[src/rtl/led_bar_serial_display_driver_defines.svh]
// ---------------------------------------------------------------------------
// LED bar serial display driver: assertion macros
// Shared helpers for the concurrent checks in the driver's RTL.
// ---------------------------------------------------------------------------
`ifndef LED_BAR_SERIAL_DISPLAY_DRIVER_DEFINES_SVH
`define LED_BAR_SERIAL_DISPLAY_DRIVER_DEFINES_SVH

// Same-cycle implication, checked outside reset.
`define LBSD_ASSERT_NOW(label, ck, rstn, ante, cons, msg) \
    label: assert property (@(posedge ck) disable iff (!rstn) (ante) |-> (cons)) \
        else $error(msg);

// Next-cycle implication, checked outside reset.
`define LBSD_ASSERT_NEXT(label, ck, rstn, ante, cons, msg) \
    label: assert property (@(posedge ck) disable iff (!rstn) (ante) |=> (cons)) \
        else $error(msg);

`endif

[src/rtl/lbsd_pkg.sv]
// ---------------------------------------------------------------------------
// LED bar serial display driver: package
// Constants, types and a helper function shared by the driver's modules.
// ---------------------------------------------------------------------------
package lbsd_pkg;

    localparam int BAR_SEGMENTS = 20;
    localparam int CACHE_WORDS  = 16;
    localparam int BAR_POSITIONS = 20;

    localparam int CACHE_AW   = (CACHE_WORDS > 1) ? $clog2(CACHE_WORDS) : 1;
    localparam int CNT_W      = $clog2(BAR_SEGMENTS + 1);
    localparam int GRP_W      = 3;
    localparam int FLUSH_GRPS = (CACHE_WORDS + 1) / 2;
    localparam int BAR_GRPS   = 4;

    localparam logic [7:0] CMD_FIXED    = 8'h44;
    localparam logic [7:0] CMD_ADDR     = 8'hC0;
    localparam logic [7:0] CMD_DISP_ON  = 8'h88;
    localparam logic [7:0] CMD_DISP_OFF = 8'h80;
    localparam logic [7:0] MAX_BRIGHT   = 8'd7;

    localparam logic [2:0] OP_BAR     = 3'd0;
    localparam logic [2:0] OP_DISPLAY = 3'd1;
    localparam logic [2:0] OP_RAW     = 3'd2;
    localparam logic [2:0] OP_FLUSH   = 3'd3;
    localparam logic [2:0] OP_CLEAR   = 3'd4;

    typedef enum logic [2:0] {
        ST_IDLE,
        ST_SINGLE,
        ST_FIXED,
        ST_ADDR,
        ST_DATA0,
        ST_DATA1
    } seq_state_t;

    typedef struct packed {
        logic [7:0] data_byte;
        logic       frame_start;
        logic       strobe_release;
        logic       last_byte;
    } out_byte_t;

    typedef struct packed {
        logic                wr_en;
        logic [CACHE_AW-1:0] wr_addr;
        logic [7:0]          wr_data;
        logic                clear;
        logic [CACHE_AW-1:0] rd_addr;
    } cache_req_t;

    // Segment byte of a bar for a lit count: byte 0/1 low/high of the
    // first grid, byte 2/3 low/high of the second grid.
    function automatic logic [7:0] therm_byte(input logic [CNT_W-1:0] count,
                                              input logic [1:0] grp);
        logic [BAR_POSITIONS-1:0] mask;
        logic [7:0]               result;
        for (int i = 0; i < BAR_POSITIONS; i++) begin
            mask[i] = (i < int'(count));
        end
        case (grp)
            2'd0:    result = mask[7:0];
            2'd1:    result = {6'b0, mask[9:8]};
            2'd2:    result = mask[17:10];
            2'd3:    result = {6'b0, mask[19:18]};
            default: result = 8'h00;
        endcase
        return result;
    endfunction

endpackage

[src/rtl/lbsd_cache.sv]
// ---------------------------------------------------------------------------
// LED bar serial display driver: segment cache
// Synchronous segment byte memory with one write port and one registered
// read port; per-entry valid bits make unwritten entries read as zero.
// ---------------------------------------------------------------------------
module lbsd_cache (
    input  logic                 clk,
    input  logic                 rst_n,
    input  lbsd_pkg::cache_req_t req,
    output logic [7:0]           rd_data
);

    logic [7:0]                    mem [lbsd_pkg::CACHE_WORDS];
    logic [lbsd_pkg::CACHE_WORDS-1:0] valid_reg;
    logic [lbsd_pkg::CACHE_WORDS-1:0] valid_next;
    logic [7:0]                    rd_data_reg;
    logic                          rd_valid_reg;

    always_ff @(posedge clk)
    begin
        if (req.wr_en)
        begin
            mem[req.wr_addr] <= req.wr_data;
        end
        rd_data_reg <= mem[req.rd_addr];
    end

    always_comb
    begin
        valid_next = valid_reg;
        if (req.clear)
        begin
            valid_next = '0;
        end
        if (req.wr_en)
        begin
            valid_next[req.wr_addr] = 1'b1;
        end
    end

    always_ff @(posedge clk or negedge rst_n)
    begin
        if (!rst_n)
        begin
            valid_reg    <= '0;
            rd_valid_reg <= 1'b0;
        end
        else
        begin
            valid_reg    <= valid_next;
            rd_valid_reg <= valid_reg[req.rd_addr] && !req.clear;
        end
    end

    assign rd_data = rd_valid_reg ? rd_data_reg : 8'h00;

endmodule

[src/rtl/lbsd_seq.sv]
// ---------------------------------------------------------------------------
// LED bar serial display driver: byte sequencer
// Decodes one operation and steps through its command frames, one byte per
// push, reading and writing the segment cache as it goes.
// ---------------------------------------------------------------------------
`include "led_bar_serial_display_driver_defines.svh"

module lbsd_seq (
    input  logic                  clk,
    input  logic                  rst_n,
    input  logic                  s_tvalid,
    output logic                  s_tready,
    input  logic [2:0]            opcode,
    input  logic                  bar_select,
    input  logic [7:0]            led_count,
    input  logic                  display_on,
    input  logic [7:0]            bright_level,
    input  logic [7:0]            raw_byte,
    input  logic                  push_ok,
    output logic                  push,
    output lbsd_pkg::out_byte_t   out_byte,
    output lbsd_pkg::cache_req_t  cache_req,
    input  logic [7:0]            cache_data
);

    lbsd_pkg::seq_state_t          state_reg, state_next;
    logic                          flush_reg, flush_next;
    logic [lbsd_pkg::GRP_W-1:0]    idx_reg, idx_next;
    logic                          sel_reg, sel_next;
    logic [lbsd_pkg::CNT_W-1:0]    count_reg, count_next;
    logic [7:0]                    single_reg, single_next;

    logic                          accept;
    logic                          pair;
    logic                          final_grp;
    logic [3:0]                    bar_addr;
    logic [3:0]                    flush_addr;
    logic [3:0]                    rd_addr4;
    logic [7:0]                    bright;

    assign s_tready = (state_reg == lbsd_pkg::ST_IDLE);
    assign accept   = s_tvalid && s_tready;
    assign push     = (state_reg != lbsd_pkg::ST_IDLE) && push_ok;

    assign bar_addr   = {1'b0, sel_reg, idx_reg[1:0]};
    assign flush_addr = {idx_reg, 1'b0};
    // An odd cache size leaves the final group with a single data byte.
    assign pair       = ({1'b0, flush_addr} + 5'd1) < 5'(lbsd_pkg::CACHE_WORDS);
    assign final_grp  = flush_reg ? (idx_reg == lbsd_pkg::GRP_W'(lbsd_pkg::FLUSH_GRPS - 1))
                                  : (idx_reg == lbsd_pkg::GRP_W'(lbsd_pkg::BAR_GRPS - 1));
    assign bright     = (bright_level > lbsd_pkg::MAX_BRIGHT) ? lbsd_pkg::MAX_BRIGHT
                                                              : bright_level;

    // Next state and captured item fields.
    always_comb
    begin
        state_next  = state_reg;
        flush_next  = flush_reg;
        idx_next    = idx_reg;
        sel_next    = sel_reg;
        count_next  = count_reg;
        single_next = single_reg;
        if (accept)
        begin
            case (opcode)
                lbsd_pkg::OP_BAR:
                begin
                    state_next = lbsd_pkg::ST_FIXED;
                    flush_next = 1'b0;
                    idx_next   = '0;
                    sel_next   = bar_select;
                    count_next = (led_count > 8'(lbsd_pkg::BAR_SEGMENTS))
                                 ? lbsd_pkg::CNT_W'(lbsd_pkg::BAR_SEGMENTS)
                                 : lbsd_pkg::CNT_W'(led_count);
                end
                lbsd_pkg::OP_DISPLAY:
                begin
                    state_next  = lbsd_pkg::ST_SINGLE;
                    single_next = display_on ? (lbsd_pkg::CMD_DISP_ON | bright)
                                             : lbsd_pkg::CMD_DISP_OFF;
                end
                lbsd_pkg::OP_RAW:
                begin
                    state_next  = lbsd_pkg::ST_SINGLE;
                    single_next = raw_byte;
                end
                lbsd_pkg::OP_FLUSH, lbsd_pkg::OP_CLEAR:
                begin
                    state_next = lbsd_pkg::ST_FIXED;
                    flush_next = 1'b1;
                    idx_next   = '0;
                end
                default:
                begin
                    state_next = lbsd_pkg::ST_IDLE;
                end
            endcase
        end
        else if (push)
        begin
            case (state_reg)
                lbsd_pkg::ST_SINGLE: state_next = lbsd_pkg::ST_IDLE;
                lbsd_pkg::ST_FIXED:  state_next = lbsd_pkg::ST_ADDR;
                lbsd_pkg::ST_ADDR:   state_next = lbsd_pkg::ST_DATA0;
                lbsd_pkg::ST_DATA0:
                begin
                    if (flush_reg && pair)
                    begin
                        state_next = lbsd_pkg::ST_DATA1;
                    end
                    else if (final_grp)
                    begin
                        state_next = lbsd_pkg::ST_IDLE;
                    end
                    else
                    begin
                        state_next = lbsd_pkg::ST_FIXED;
                        idx_next   = idx_reg + 1'b1;
                    end
                end
                lbsd_pkg::ST_DATA1:
                begin
                    if (final_grp)
                    begin
                        state_next = lbsd_pkg::ST_IDLE;
                    end
                    else
                    begin
                        state_next = lbsd_pkg::ST_FIXED;
                        idx_next   = idx_reg + 1'b1;
                    end
                end
                default: state_next = lbsd_pkg::ST_IDLE;
            endcase
        end
    end

    // Byte for the current step and cache accesses.
    always_comb
    begin
        out_byte = '0;
        case (state_reg)
            lbsd_pkg::ST_SINGLE:
            begin
                out_byte.data_byte      = single_reg;
                out_byte.frame_start    = 1'b1;
                out_byte.strobe_release = 1'b1;
                out_byte.last_byte      = 1'b1;
            end
            lbsd_pkg::ST_FIXED:
            begin
                out_byte.data_byte      = lbsd_pkg::CMD_FIXED;
                out_byte.frame_start    = 1'b1;
                out_byte.strobe_release = 1'b1;
            end
            lbsd_pkg::ST_ADDR:
            begin
                out_byte.data_byte   = lbsd_pkg::CMD_ADDR
                                       | {4'h0, (flush_reg ? flush_addr : bar_addr)};
                out_byte.frame_start = 1'b1;
            end
            lbsd_pkg::ST_DATA0:
            begin
                if (flush_reg)
                begin
                    out_byte.data_byte      = cache_data;
                    out_byte.strobe_release = !pair;
                    out_byte.last_byte      = !pair && final_grp;
                end
                else
                begin
                    out_byte.data_byte      = lbsd_pkg::therm_byte(count_reg, idx_reg[1:0]);
                    out_byte.strobe_release = 1'b1;
                    out_byte.last_byte      = final_grp;
                end
            end
            lbsd_pkg::ST_DATA1:
            begin
                out_byte.data_byte      = cache_data;
                out_byte.strobe_release = 1'b1;
                out_byte.last_byte      = final_grp;
            end
            default:
            begin
                out_byte = '0;
            end
        endcase
    end

    // The read address follows the step that comes next, so the registered
    // read data always belongs to the step in progress, even under stalls.
    assign rd_addr4 = {idx_next, (state_next == lbsd_pkg::ST_DATA1)};

    always_comb
    begin
        cache_req.wr_en   = push && (state_reg == lbsd_pkg::ST_DATA0) && !flush_reg
                            && ({1'b0, bar_addr} < 5'(lbsd_pkg::CACHE_WORDS));
        cache_req.wr_addr = lbsd_pkg::CACHE_AW'(bar_addr);
        cache_req.wr_data = lbsd_pkg::therm_byte(count_reg, idx_reg[1:0]);
        cache_req.clear   = accept && (opcode == lbsd_pkg::OP_CLEAR);
        cache_req.rd_addr = lbsd_pkg::CACHE_AW'(rd_addr4);
    end

    always_ff @(posedge clk or negedge rst_n)
    begin
        if (!rst_n)
        begin
            state_reg <= lbsd_pkg::ST_IDLE;
            flush_reg <= 1'b0;
            idx_reg   <= '0;
        end
        else
        begin
            state_reg <= state_next;
            flush_reg <= flush_next;
            idx_reg   <= idx_next;
        end
    end

    always_ff @(posedge clk)
    begin
        sel_reg    <= sel_next;
        count_reg  <= count_next;
        single_reg <= single_next;
    end

    `LBSD_ASSERT_NEXT(a_last_ends_item, clk, rst_n, push && out_byte.last_byte,
        state_reg == lbsd_pkg::ST_IDLE, "sequencer busy after final byte")
    `LBSD_ASSERT_NOW(a_write_only_bar, clk, rst_n, cache_req.wr_en,
        state_reg == lbsd_pkg::ST_DATA0 && !flush_reg, "cache write outside bar update")
    `LBSD_ASSERT_NEXT(a_flush_starts, clk, rst_n,
        accept && (opcode == lbsd_pkg::OP_FLUSH || opcode == lbsd_pkg::OP_CLEAR),
        state_reg == lbsd_pkg::ST_FIXED && flush_reg && idx_reg == '0,
        "flush did not start at the first group")

endmodule

[src/rtl/led_bar_serial_display_driver.sv]
// ---------------------------------------------------------------------------
// LED bar serial display driver: top level
// Builds the strobe-framed command byte stream for a serial LED driver chip.
// ---------------------------------------------------------------------------
// Usage: an operation item enters on the s_ group; each command byte leaves
// as one item on the m_ group with its strobe marks in m_tuser and m_tlast
// set on the final byte of the operation.
// Bar update gives 12 bytes, display control and raw command 1 byte, flush
// and clear-and-flush 4 bytes per cached byte pair (32 for 16 bytes).
// Opcodes 5 to 7 are taken and give nothing.
// The sequencer handles one operation at a time: s_tready is high only when
// it is idle. A taken item is captured in the sequencer state register,
// and its bytes then pass through the output register, one byte per cycle
// while m_tready stays high. Flush data comes from the segment cache, read
// one step ahead through its registered port.
// A stalled m_tready holds the output item and pauses the sequencer.
// Reset clears the cache valid bits at once, so every segment byte reads as
// zero, and returns the sequencer to idle; no clearing pass is needed.
// ---------------------------------------------------------------------------
module led_bar_serial_display_driver (
    input  logic        clk,
    input  logic        rst_n,
    input  logic        s_tvalid,
    output logic        s_tready,
    // opcode[2:0], bar_select[3], led_count[11:4], display_on[12],
    // bright_level[20:13], raw_byte[28:21], zero pad[31:29]
    input  logic [31:0] s_tdata,
    output logic        m_tvalid,
    input  logic        m_tready,
    // data_byte[7:0]
    output logic [7:0]  m_tdata,
    // frame_start[0], strobe_release[1]
    output logic [1:0]  m_tuser,
    output logic        m_tlast
);

    lbsd_pkg::out_byte_t  seq_byte;
    lbsd_pkg::out_byte_t  out_reg;
    lbsd_pkg::cache_req_t cache_req;
    logic [7:0]           cache_data;
    logic                 push;
    logic                 push_ok;
    logic                 out_valid_reg;
    logic                 out_valid_next;

    assign push_ok = !out_valid_reg || m_tready;

    lbsd_seq u_seq (
        .clk          (clk),
        .rst_n        (rst_n),
        .s_tvalid     (s_tvalid),
        .s_tready     (s_tready),
        .opcode       (s_tdata[2:0]),
        .bar_select   (s_tdata[3]),
        .led_count    (s_tdata[11:4]),
        .display_on   (s_tdata[12]),
        .bright_level (s_tdata[20:13]),
        .raw_byte     (s_tdata[28:21]),
        .push_ok      (push_ok),
        .push         (push),
        .out_byte     (seq_byte),
        .cache_req    (cache_req),
        .cache_data   (cache_data)
    );

    lbsd_cache u_cache (
        .clk     (clk),
        .rst_n   (rst_n),
        .req     (cache_req),
        .rd_data (cache_data)
    );

    always_comb
    begin
        out_valid_next = out_valid_reg;
        if (push)
        begin
            out_valid_next = 1'b1;
        end
        else if (m_tready)
        begin
            out_valid_next = 1'b0;
        end
    end

    always_ff @(posedge clk or negedge rst_n)
    begin
        if (!rst_n)
        begin
            out_valid_reg <= 1'b0;
        end
        else
        begin
            out_valid_reg <= out_valid_next;
        end
    end

    always_ff @(posedge clk)
    begin
        if (push)
        begin
            out_reg <= seq_byte;
        end
    end

    assign m_tvalid = out_valid_reg;
    assign m_tdata  = out_reg.data_byte;
    assign m_tuser  = {out_reg.strobe_release, out_reg.frame_start};
    assign m_tlast  = out_reg.last_byte;

endmodule
[config.mk]
export PLATFORM = sky130hd
export DESIGN_NAME = led_bar_serial_display_driver
export DESIGN_NICKNAME = d
export VERILOG_FILES = /design/src/rtl/lbsd_pkg.sv /design/src/rtl/lbsd_cache.sv /design/src/rtl/lbsd_seq.sv /design/src/rtl/led_bar_serial_display_driver.sv
export VERILOG_INCLUDE_DIRS = /design/src /design/src/rtl
export SDC_FILE = /design/constraint.sdc
export NUM_CORES = 1
export LEC_CHECK = 0
export ABC_AREA = 0
export ABC_CLOCK_PERIOD_IN_PS = 6800
export BUFFER_PORTS_ARGS = -buffer_cell sky130_fd_sc_hd__buf_2
export CAP_MARGIN = 20
export CORE_MARGIN = 2
export CORE_UTILIZATION = 38
export DETAILED_ROUTE_END_ITERATION = 8
export GPL_ROUTABILITY_DRIVEN = 0
export GPL_TIMING_DRIVEN = 0
export HOLD_SLACK_MARGIN = 0.12
export SETUP_SLACK_MARGIN = 0.2
export SYNTH_ARGS = -nofsm -noshare
export SYNTH_HDL_FRONTEND = slang
export SYNTH_HIERARCHICAL = 1
export SYNTH_SLANG_ARGS = --single-unit
export TNS_END_PERCENT = 1
[constraint.sdc]
create_clock -name clk -period 6.8 [get_ports clk]
set_input_delay 1.02 -clock clk [delete_from_list [all_inputs] [get_ports clk]]
set_output_delay 1.02 -clock clk [all_outputs]
set_load 0.005 [all_outputs]
# Yosys cells after proc, flatten, opt, wreduce, memory -nomap -nowiden
# Memories as Yosys holds them, arrays and structs flattened. A register that Yosys moved wholly into a read port is not among the register bits.
# Index checks and enable logic that the tools add are counted.
# Widths: inputs -> output; s select.
[totals]
word_cells = 123
memories = 1
in_bits = 36
ramBits = 128
register_bits = 50
output_inout_bits = 13
[memory_table]
columns = ["memory", "words", "word_bits", "read_ports", "rd_ports_with_merged_regs", "wr", "line", "text"]
rows = [
  ["u_cache.mem", 16, 8, 1, 1, 1, "lbsd_cache.sv:13", "logic [7:0] mem [lbsd_pkg::CACHE_WORDS];"],
]
[classes]
mux = 36
n_addsub = 2
reduce_logical = 29
bitwise = 1
magnitude_cmp = 26
n_eq_ne = 15
[op_table]
columns = ["cell", "n"]
rows = [
  ["$lt 4x5->1 const A", 8],
  ["$pmux 8 s5", 1],
  ["$mux 16", 2],
  ["$pmux 8 s4", 1],
  ["$mux 3", 8],
  ["$lt 3x5->1 const A", 4],
  ["$lt 5x5->1 const A", 4],
  ["$mux 8", 2],
  ["$or 16x8->16", 1],
  ["$pmux 8 s2", 1],
  ["$eq 3x2->1 const B", 5],
  ["$eq 3x3->1 const B", 5],
  ["$mux 7", 2],
  ["$pmux 3 s4", 1],
  ["$lt 1x5->1 const A", 2],
  ["$lt 2x5->1 const A", 2],
  ["$logic_and 1x1->1", 9],
  ["$reduce_or 3->1", 3],
  ["$gt 8x3->1 const B", 1],
  ["$gt 8x5->1 const B", 1],
  ["$mux 1", 8],
  ["$eq 3x1->1 const B", 2],
  ["$logic_not 3->1", 2],
  ["$pmux 3 s2", 1],
  ["22 further kinds", 33],
]

# Logic depth before layout (Yosys ltp)
[logic_depth]
word_depth = 11
mapped_depth = 13
depth_no_buf = 10

# Modules after synthesis
# The synthesis kept the hierarchy.
[modules_own_cells]
columns = ["mod", "seq_area_each_um2", "area_per_inst_um2", "cells_each", "instances"]
rows = [
  ["lbsd_cache", 4429.2, 5856.9, 284, 1],
  ["lbsd_seq", 595.6, 1834.3, 223, 1],
  ["led_bar_serial_display_driver", 355.3, 377.9, 14, 1],
]

# Least setup slack after synthesis
# OpenSTA, ideal clock, no wires.
[synth_timing]
path_kind = "input-to-reg"
startpoint = "input port s_tvalid"
endpoint = "register u_cache.rd_data_reg[0], read port of u_cache.mem"
setup_ns = 0.122
path_slack_ns = 3.069
path_stages = 8
arrival_ns = 3.609
required_ns = 6.678
n_path_buf = 2
path_cell_list = "or4b_4 > buf_6 > nor3_4 > nor3_2 > a211oi_2 > buf_2 > mux4_2 > a221o_1"
[synth_rtl]
columns = ["element", "line", "text"]
rows = [
  ["start: declaration", "led_bar_serial_display_driver.sv:23", "input logic s_tvalid,"],
  ["end: declaration", "lbsd_cache.sv:16", "logic [7:0] rd_data_reg;"],
]

==> impl_metrics.tcl <==
set metrics [dict create \
    crit_chain "buf_2, or4b_4, buf_6, nor3_4, nor3_2, a211oi_2, buf_2, mux4_2, a221o_1" \
    rsz0062_at_grt "no" \
    wl_um 18700 \
    first_pass_iters 6 \
    hp-class "reg2reg" \
    clockPowerShare 0.350 \
    syn_inst 521 \
    drtIter0Drc 380 \
    async_flop_share 0.134 \
    grtUsageTotal 0.174 \
    max-cap-violations 0 \
    die_width_um 150 \
    cts_buffers 17 \
    cts.sinks 186 \
    antenna_found_initial 0 \
    slew_headroom 0.305 \
    drtAntennaViolNets 0 \
    finClkSkew_ns 0.00898 \
    cpMaxStageDelayCell "a211oi_2" \
    dp_hpwl_um 13100 \
    cpPeakStageDelay_ns 0.61 \
    clk_path_buf_depth 2 \
    drive_gt1_frac 0.233 \
    cts_setup_buffers 0 \
    timing.critical_path.mode_cell "buf_2" \
    cts-root-buf "clkbuf_16" \
    path_clk_slew_ns 0.07 \
    numPortBuffers 44 \
    tns_ns 0 \
    period_share 0.599 \
    via_per_inst 5.57 \
    nets 634 \
    grt_max_degree 26 \
    finalSetupViolations 0 \
    period_minus_slack_ns 4.07 \
    ir_drop_mv 0.145 \
    synth_area_leader_cell "edfxtp_1" \
    p_comb_frac 0.148 \
    status "complete, no violations" \
    start_util 0.385 \
    num_antenna_cells 0 \
    worstMarginPinSlew_ns 1.04 \
    overflow 0 \
    syn_area_um2 8070 \
    worst-path-buf-inv 3 \
    synthTopCellsByArea "edfxtp_1, mux4_2, dfrtp_1, dfxtp_1, mux4_1" \
    crit_required_ns 7.11 \
    powerDensity_nw_per_um2 287 \
    max_freq_mhz 246 \
    cts_hold_buf 0 \
    num_vias 4897 \
    grt_pass1_vias 4930 \
    synth_cell_types 66 \
    internal_power_mw 1.95 \
    critPathLaunchType "input pin" \
    p_leak_nw 3.28 \
    syn-mean-instance-area_um2 15.5 \
    crit_path_end_kind "flop" \
    cts_htree_levels 4 \
    switching_share 0.269 \
    route.detailed.drc 0 \
    synth_flop_cell "edfxtp_1" \
    syn_to_final_growth_pct 15.0 \
    cts_resized 0 \
    synth_fp_nets 564 \
    arrival_ns 4.38 \
    wire_per_inst_um 21.2 \
    switchingPower_mw 0.716 \
    row_count 53 \
    seq_area_frac_synth 0.667 \
    fin_cells 879 \
    cts_tree "done" \
    seqPwrFrac 0.502 \
    yosysTopAreaCellShare 0.569 \
    die_h_um 150 \
    hold_slack_ns 0.474 \
    synth_edf_count 153 \
    coreArea_um2 21000 \
    crit_type "in2reg" \
    cp_max_fo 10 \
    finalHoldViolCount 0 \
    synth_warnings 6 \
    clkLatencyLatePin_ns 0.43 \
    placed_cells 845 \
    rrSetupSlack_ns 2.76 \
    io_pins 49 \
    crit_family "simple AND/OR/NAND/NOR gates" \
    slew_viol_final 0 \
    die_area_um2 22400 \
    largest_reg_flops 128 \
    grt_pass1_wl_um 28300 \
    synth_seq_cells 186 \
]
routing by layer:
metal | GRT usage | up-vias | wire length (um)
met5 | 0.0205 | - | 58
met4 | 0.0675 | 2 | 460
met3 | 0.0470 | 41 | 1060
met2 | 0.286 | 196 | 9010
met1 | 0.220 | 2460 | 8080
li1 | - | 2198 | -
cell families after synthesis:
| kind of cell | synth area share |
|---|---|
| fa+ha+maj | 0.0109 |
| flops | 0.667 |
| buf+inv | 0.0312 |
| compound gates | 0.0996 |
| mux | 0.104 |
| simple gates | 0.0859 |
| xor+xnor | 0.00109 |
| other cells | 0.000465 |
final timing paths:
kind | startpoint | to | depth (start not counted)
min in group asynchronous | rst_n | u_cache/valid_reg[1]$_DFF_PN0_ | 1
setup reg to reg | u_seq/state_reg[1]$_DFF_PN0_ | u_cache/rd_data_reg[4]$_DFF_P_ | 10
setup / recovery | s_tvalid | u_cache/rd_data_reg[4]$_DFF_P_ | 9
hold / removal | u_cache/valid_reg[0]$_DFF_PN0_ | u_cache/valid_reg[0]$_DFF_PN0_ | 1
hold reg to reg | u_cache/valid_reg[0]$_DFF_PN0_ | u_cache/valid_reg[0]$_DFF_PN0_ | 1
max in group asynchronous | rst_n | u_cache/rd_valid_reg$_DFF_PN0_ | 1
power by group through the flow:
| stage | Clock (mW) | Sequential (mW) | Combinational, mW |
|---|---|---|---|
| 2_1_floorplan | 0 | 1.36 | 0.244 |
| 3_3_place_gp | 0 | 1.36 | 0.373 |
| 3_5_place_dp | 0 | 1.36 | 0.387 |
| 4_1_cts | 0.952 | 1.34 | 0.388 |
| 5_1_grt | 0.999 | 1.34 | 0.432 |
| 6_report | 0.932 | 1.34 | 0.394 |
cells in the mapped netlist (5+ instances only):
| master | count |
|---|---|
| edfxtp_1 | 153 |
| mux4_2 | 28 |
| nor2_1 | 28 |
| dfrtp_1 | 25 |
| inv_1 | 21 |
| a21oi_1 | 20 |
| nand2_1 | 19 |
| a21o_1 | 16 |
| o21ai_0 | 16 |
| and2_1 | 15 |
| clkbuf_1 | 15 |
| nor3_1 | 12 |
| nand2b_1 | 10 |
| a221o_1 | 8 |
| a22o_1 | 8 |
| dfxtp_1 | 8 |
| nor2b_1 | 8 |
| o22ai_1 | 8 |
| ha_1 | 7 |
| mux4_1 | 6 |
| nand3b_1 | 6 |
| a221oi_1 | 5 |
cell usage in the layout, fill, tap and decap left out, types with 9 or more instances in the layout:
| cell | instances |
|---|---|
| a21oi_1 | 20 |
| clkbuf_1 | 15 |
| nor2_1 | 28 |
| nand2_1 | 19 |
| clkbuf_16 | 17 |
| mux4_2 | 28 |
| nand2b_1 | 10 |
| dfrtp_1 | 25 |
| inv_1 | 21 |
| buf_4 | 9 |
| and2_1 | 15 |
| a21o_1 | 16 |
| buf_2 | 48 |
| edfxtp_1 | 153 |
| o21ai_0 | 15 |
per-stage QoR:
stage / area, um^2 / setup WS, ns / utilization / power (mW)
detailed placement: 8710 / 2.22 / 0.416 / 1.75
global route: 9280 / 2.53 / 0.443 / 2.77
CTS: 9260 / 2.69 / 0.442 / 2.68
floorplan: 8070 / 3.07 / - / 1.61
global placement: 8630 / 2.30 / 0.412 / 1.74
finish: 9280 / 2.73 / 0.443 / 2.66
final cells by class:
| class | instances | area, um^2 |
|---|---|---|
| clock buffers | 17 | 425 |
| well taps | 275 | 344 |
| fillers | 1862 | 11700 |
| multi-input cells | 284 | 2470 |
| clock inverters | 15 | 129 |
| repair buffers | 51 | 274 |
| plain buffers | 30 | 173 |
| inverters | 21 | 78.8 |
| flip-flops and latches | 186 | 5380 |
Power figures use the tool's default switching activity.
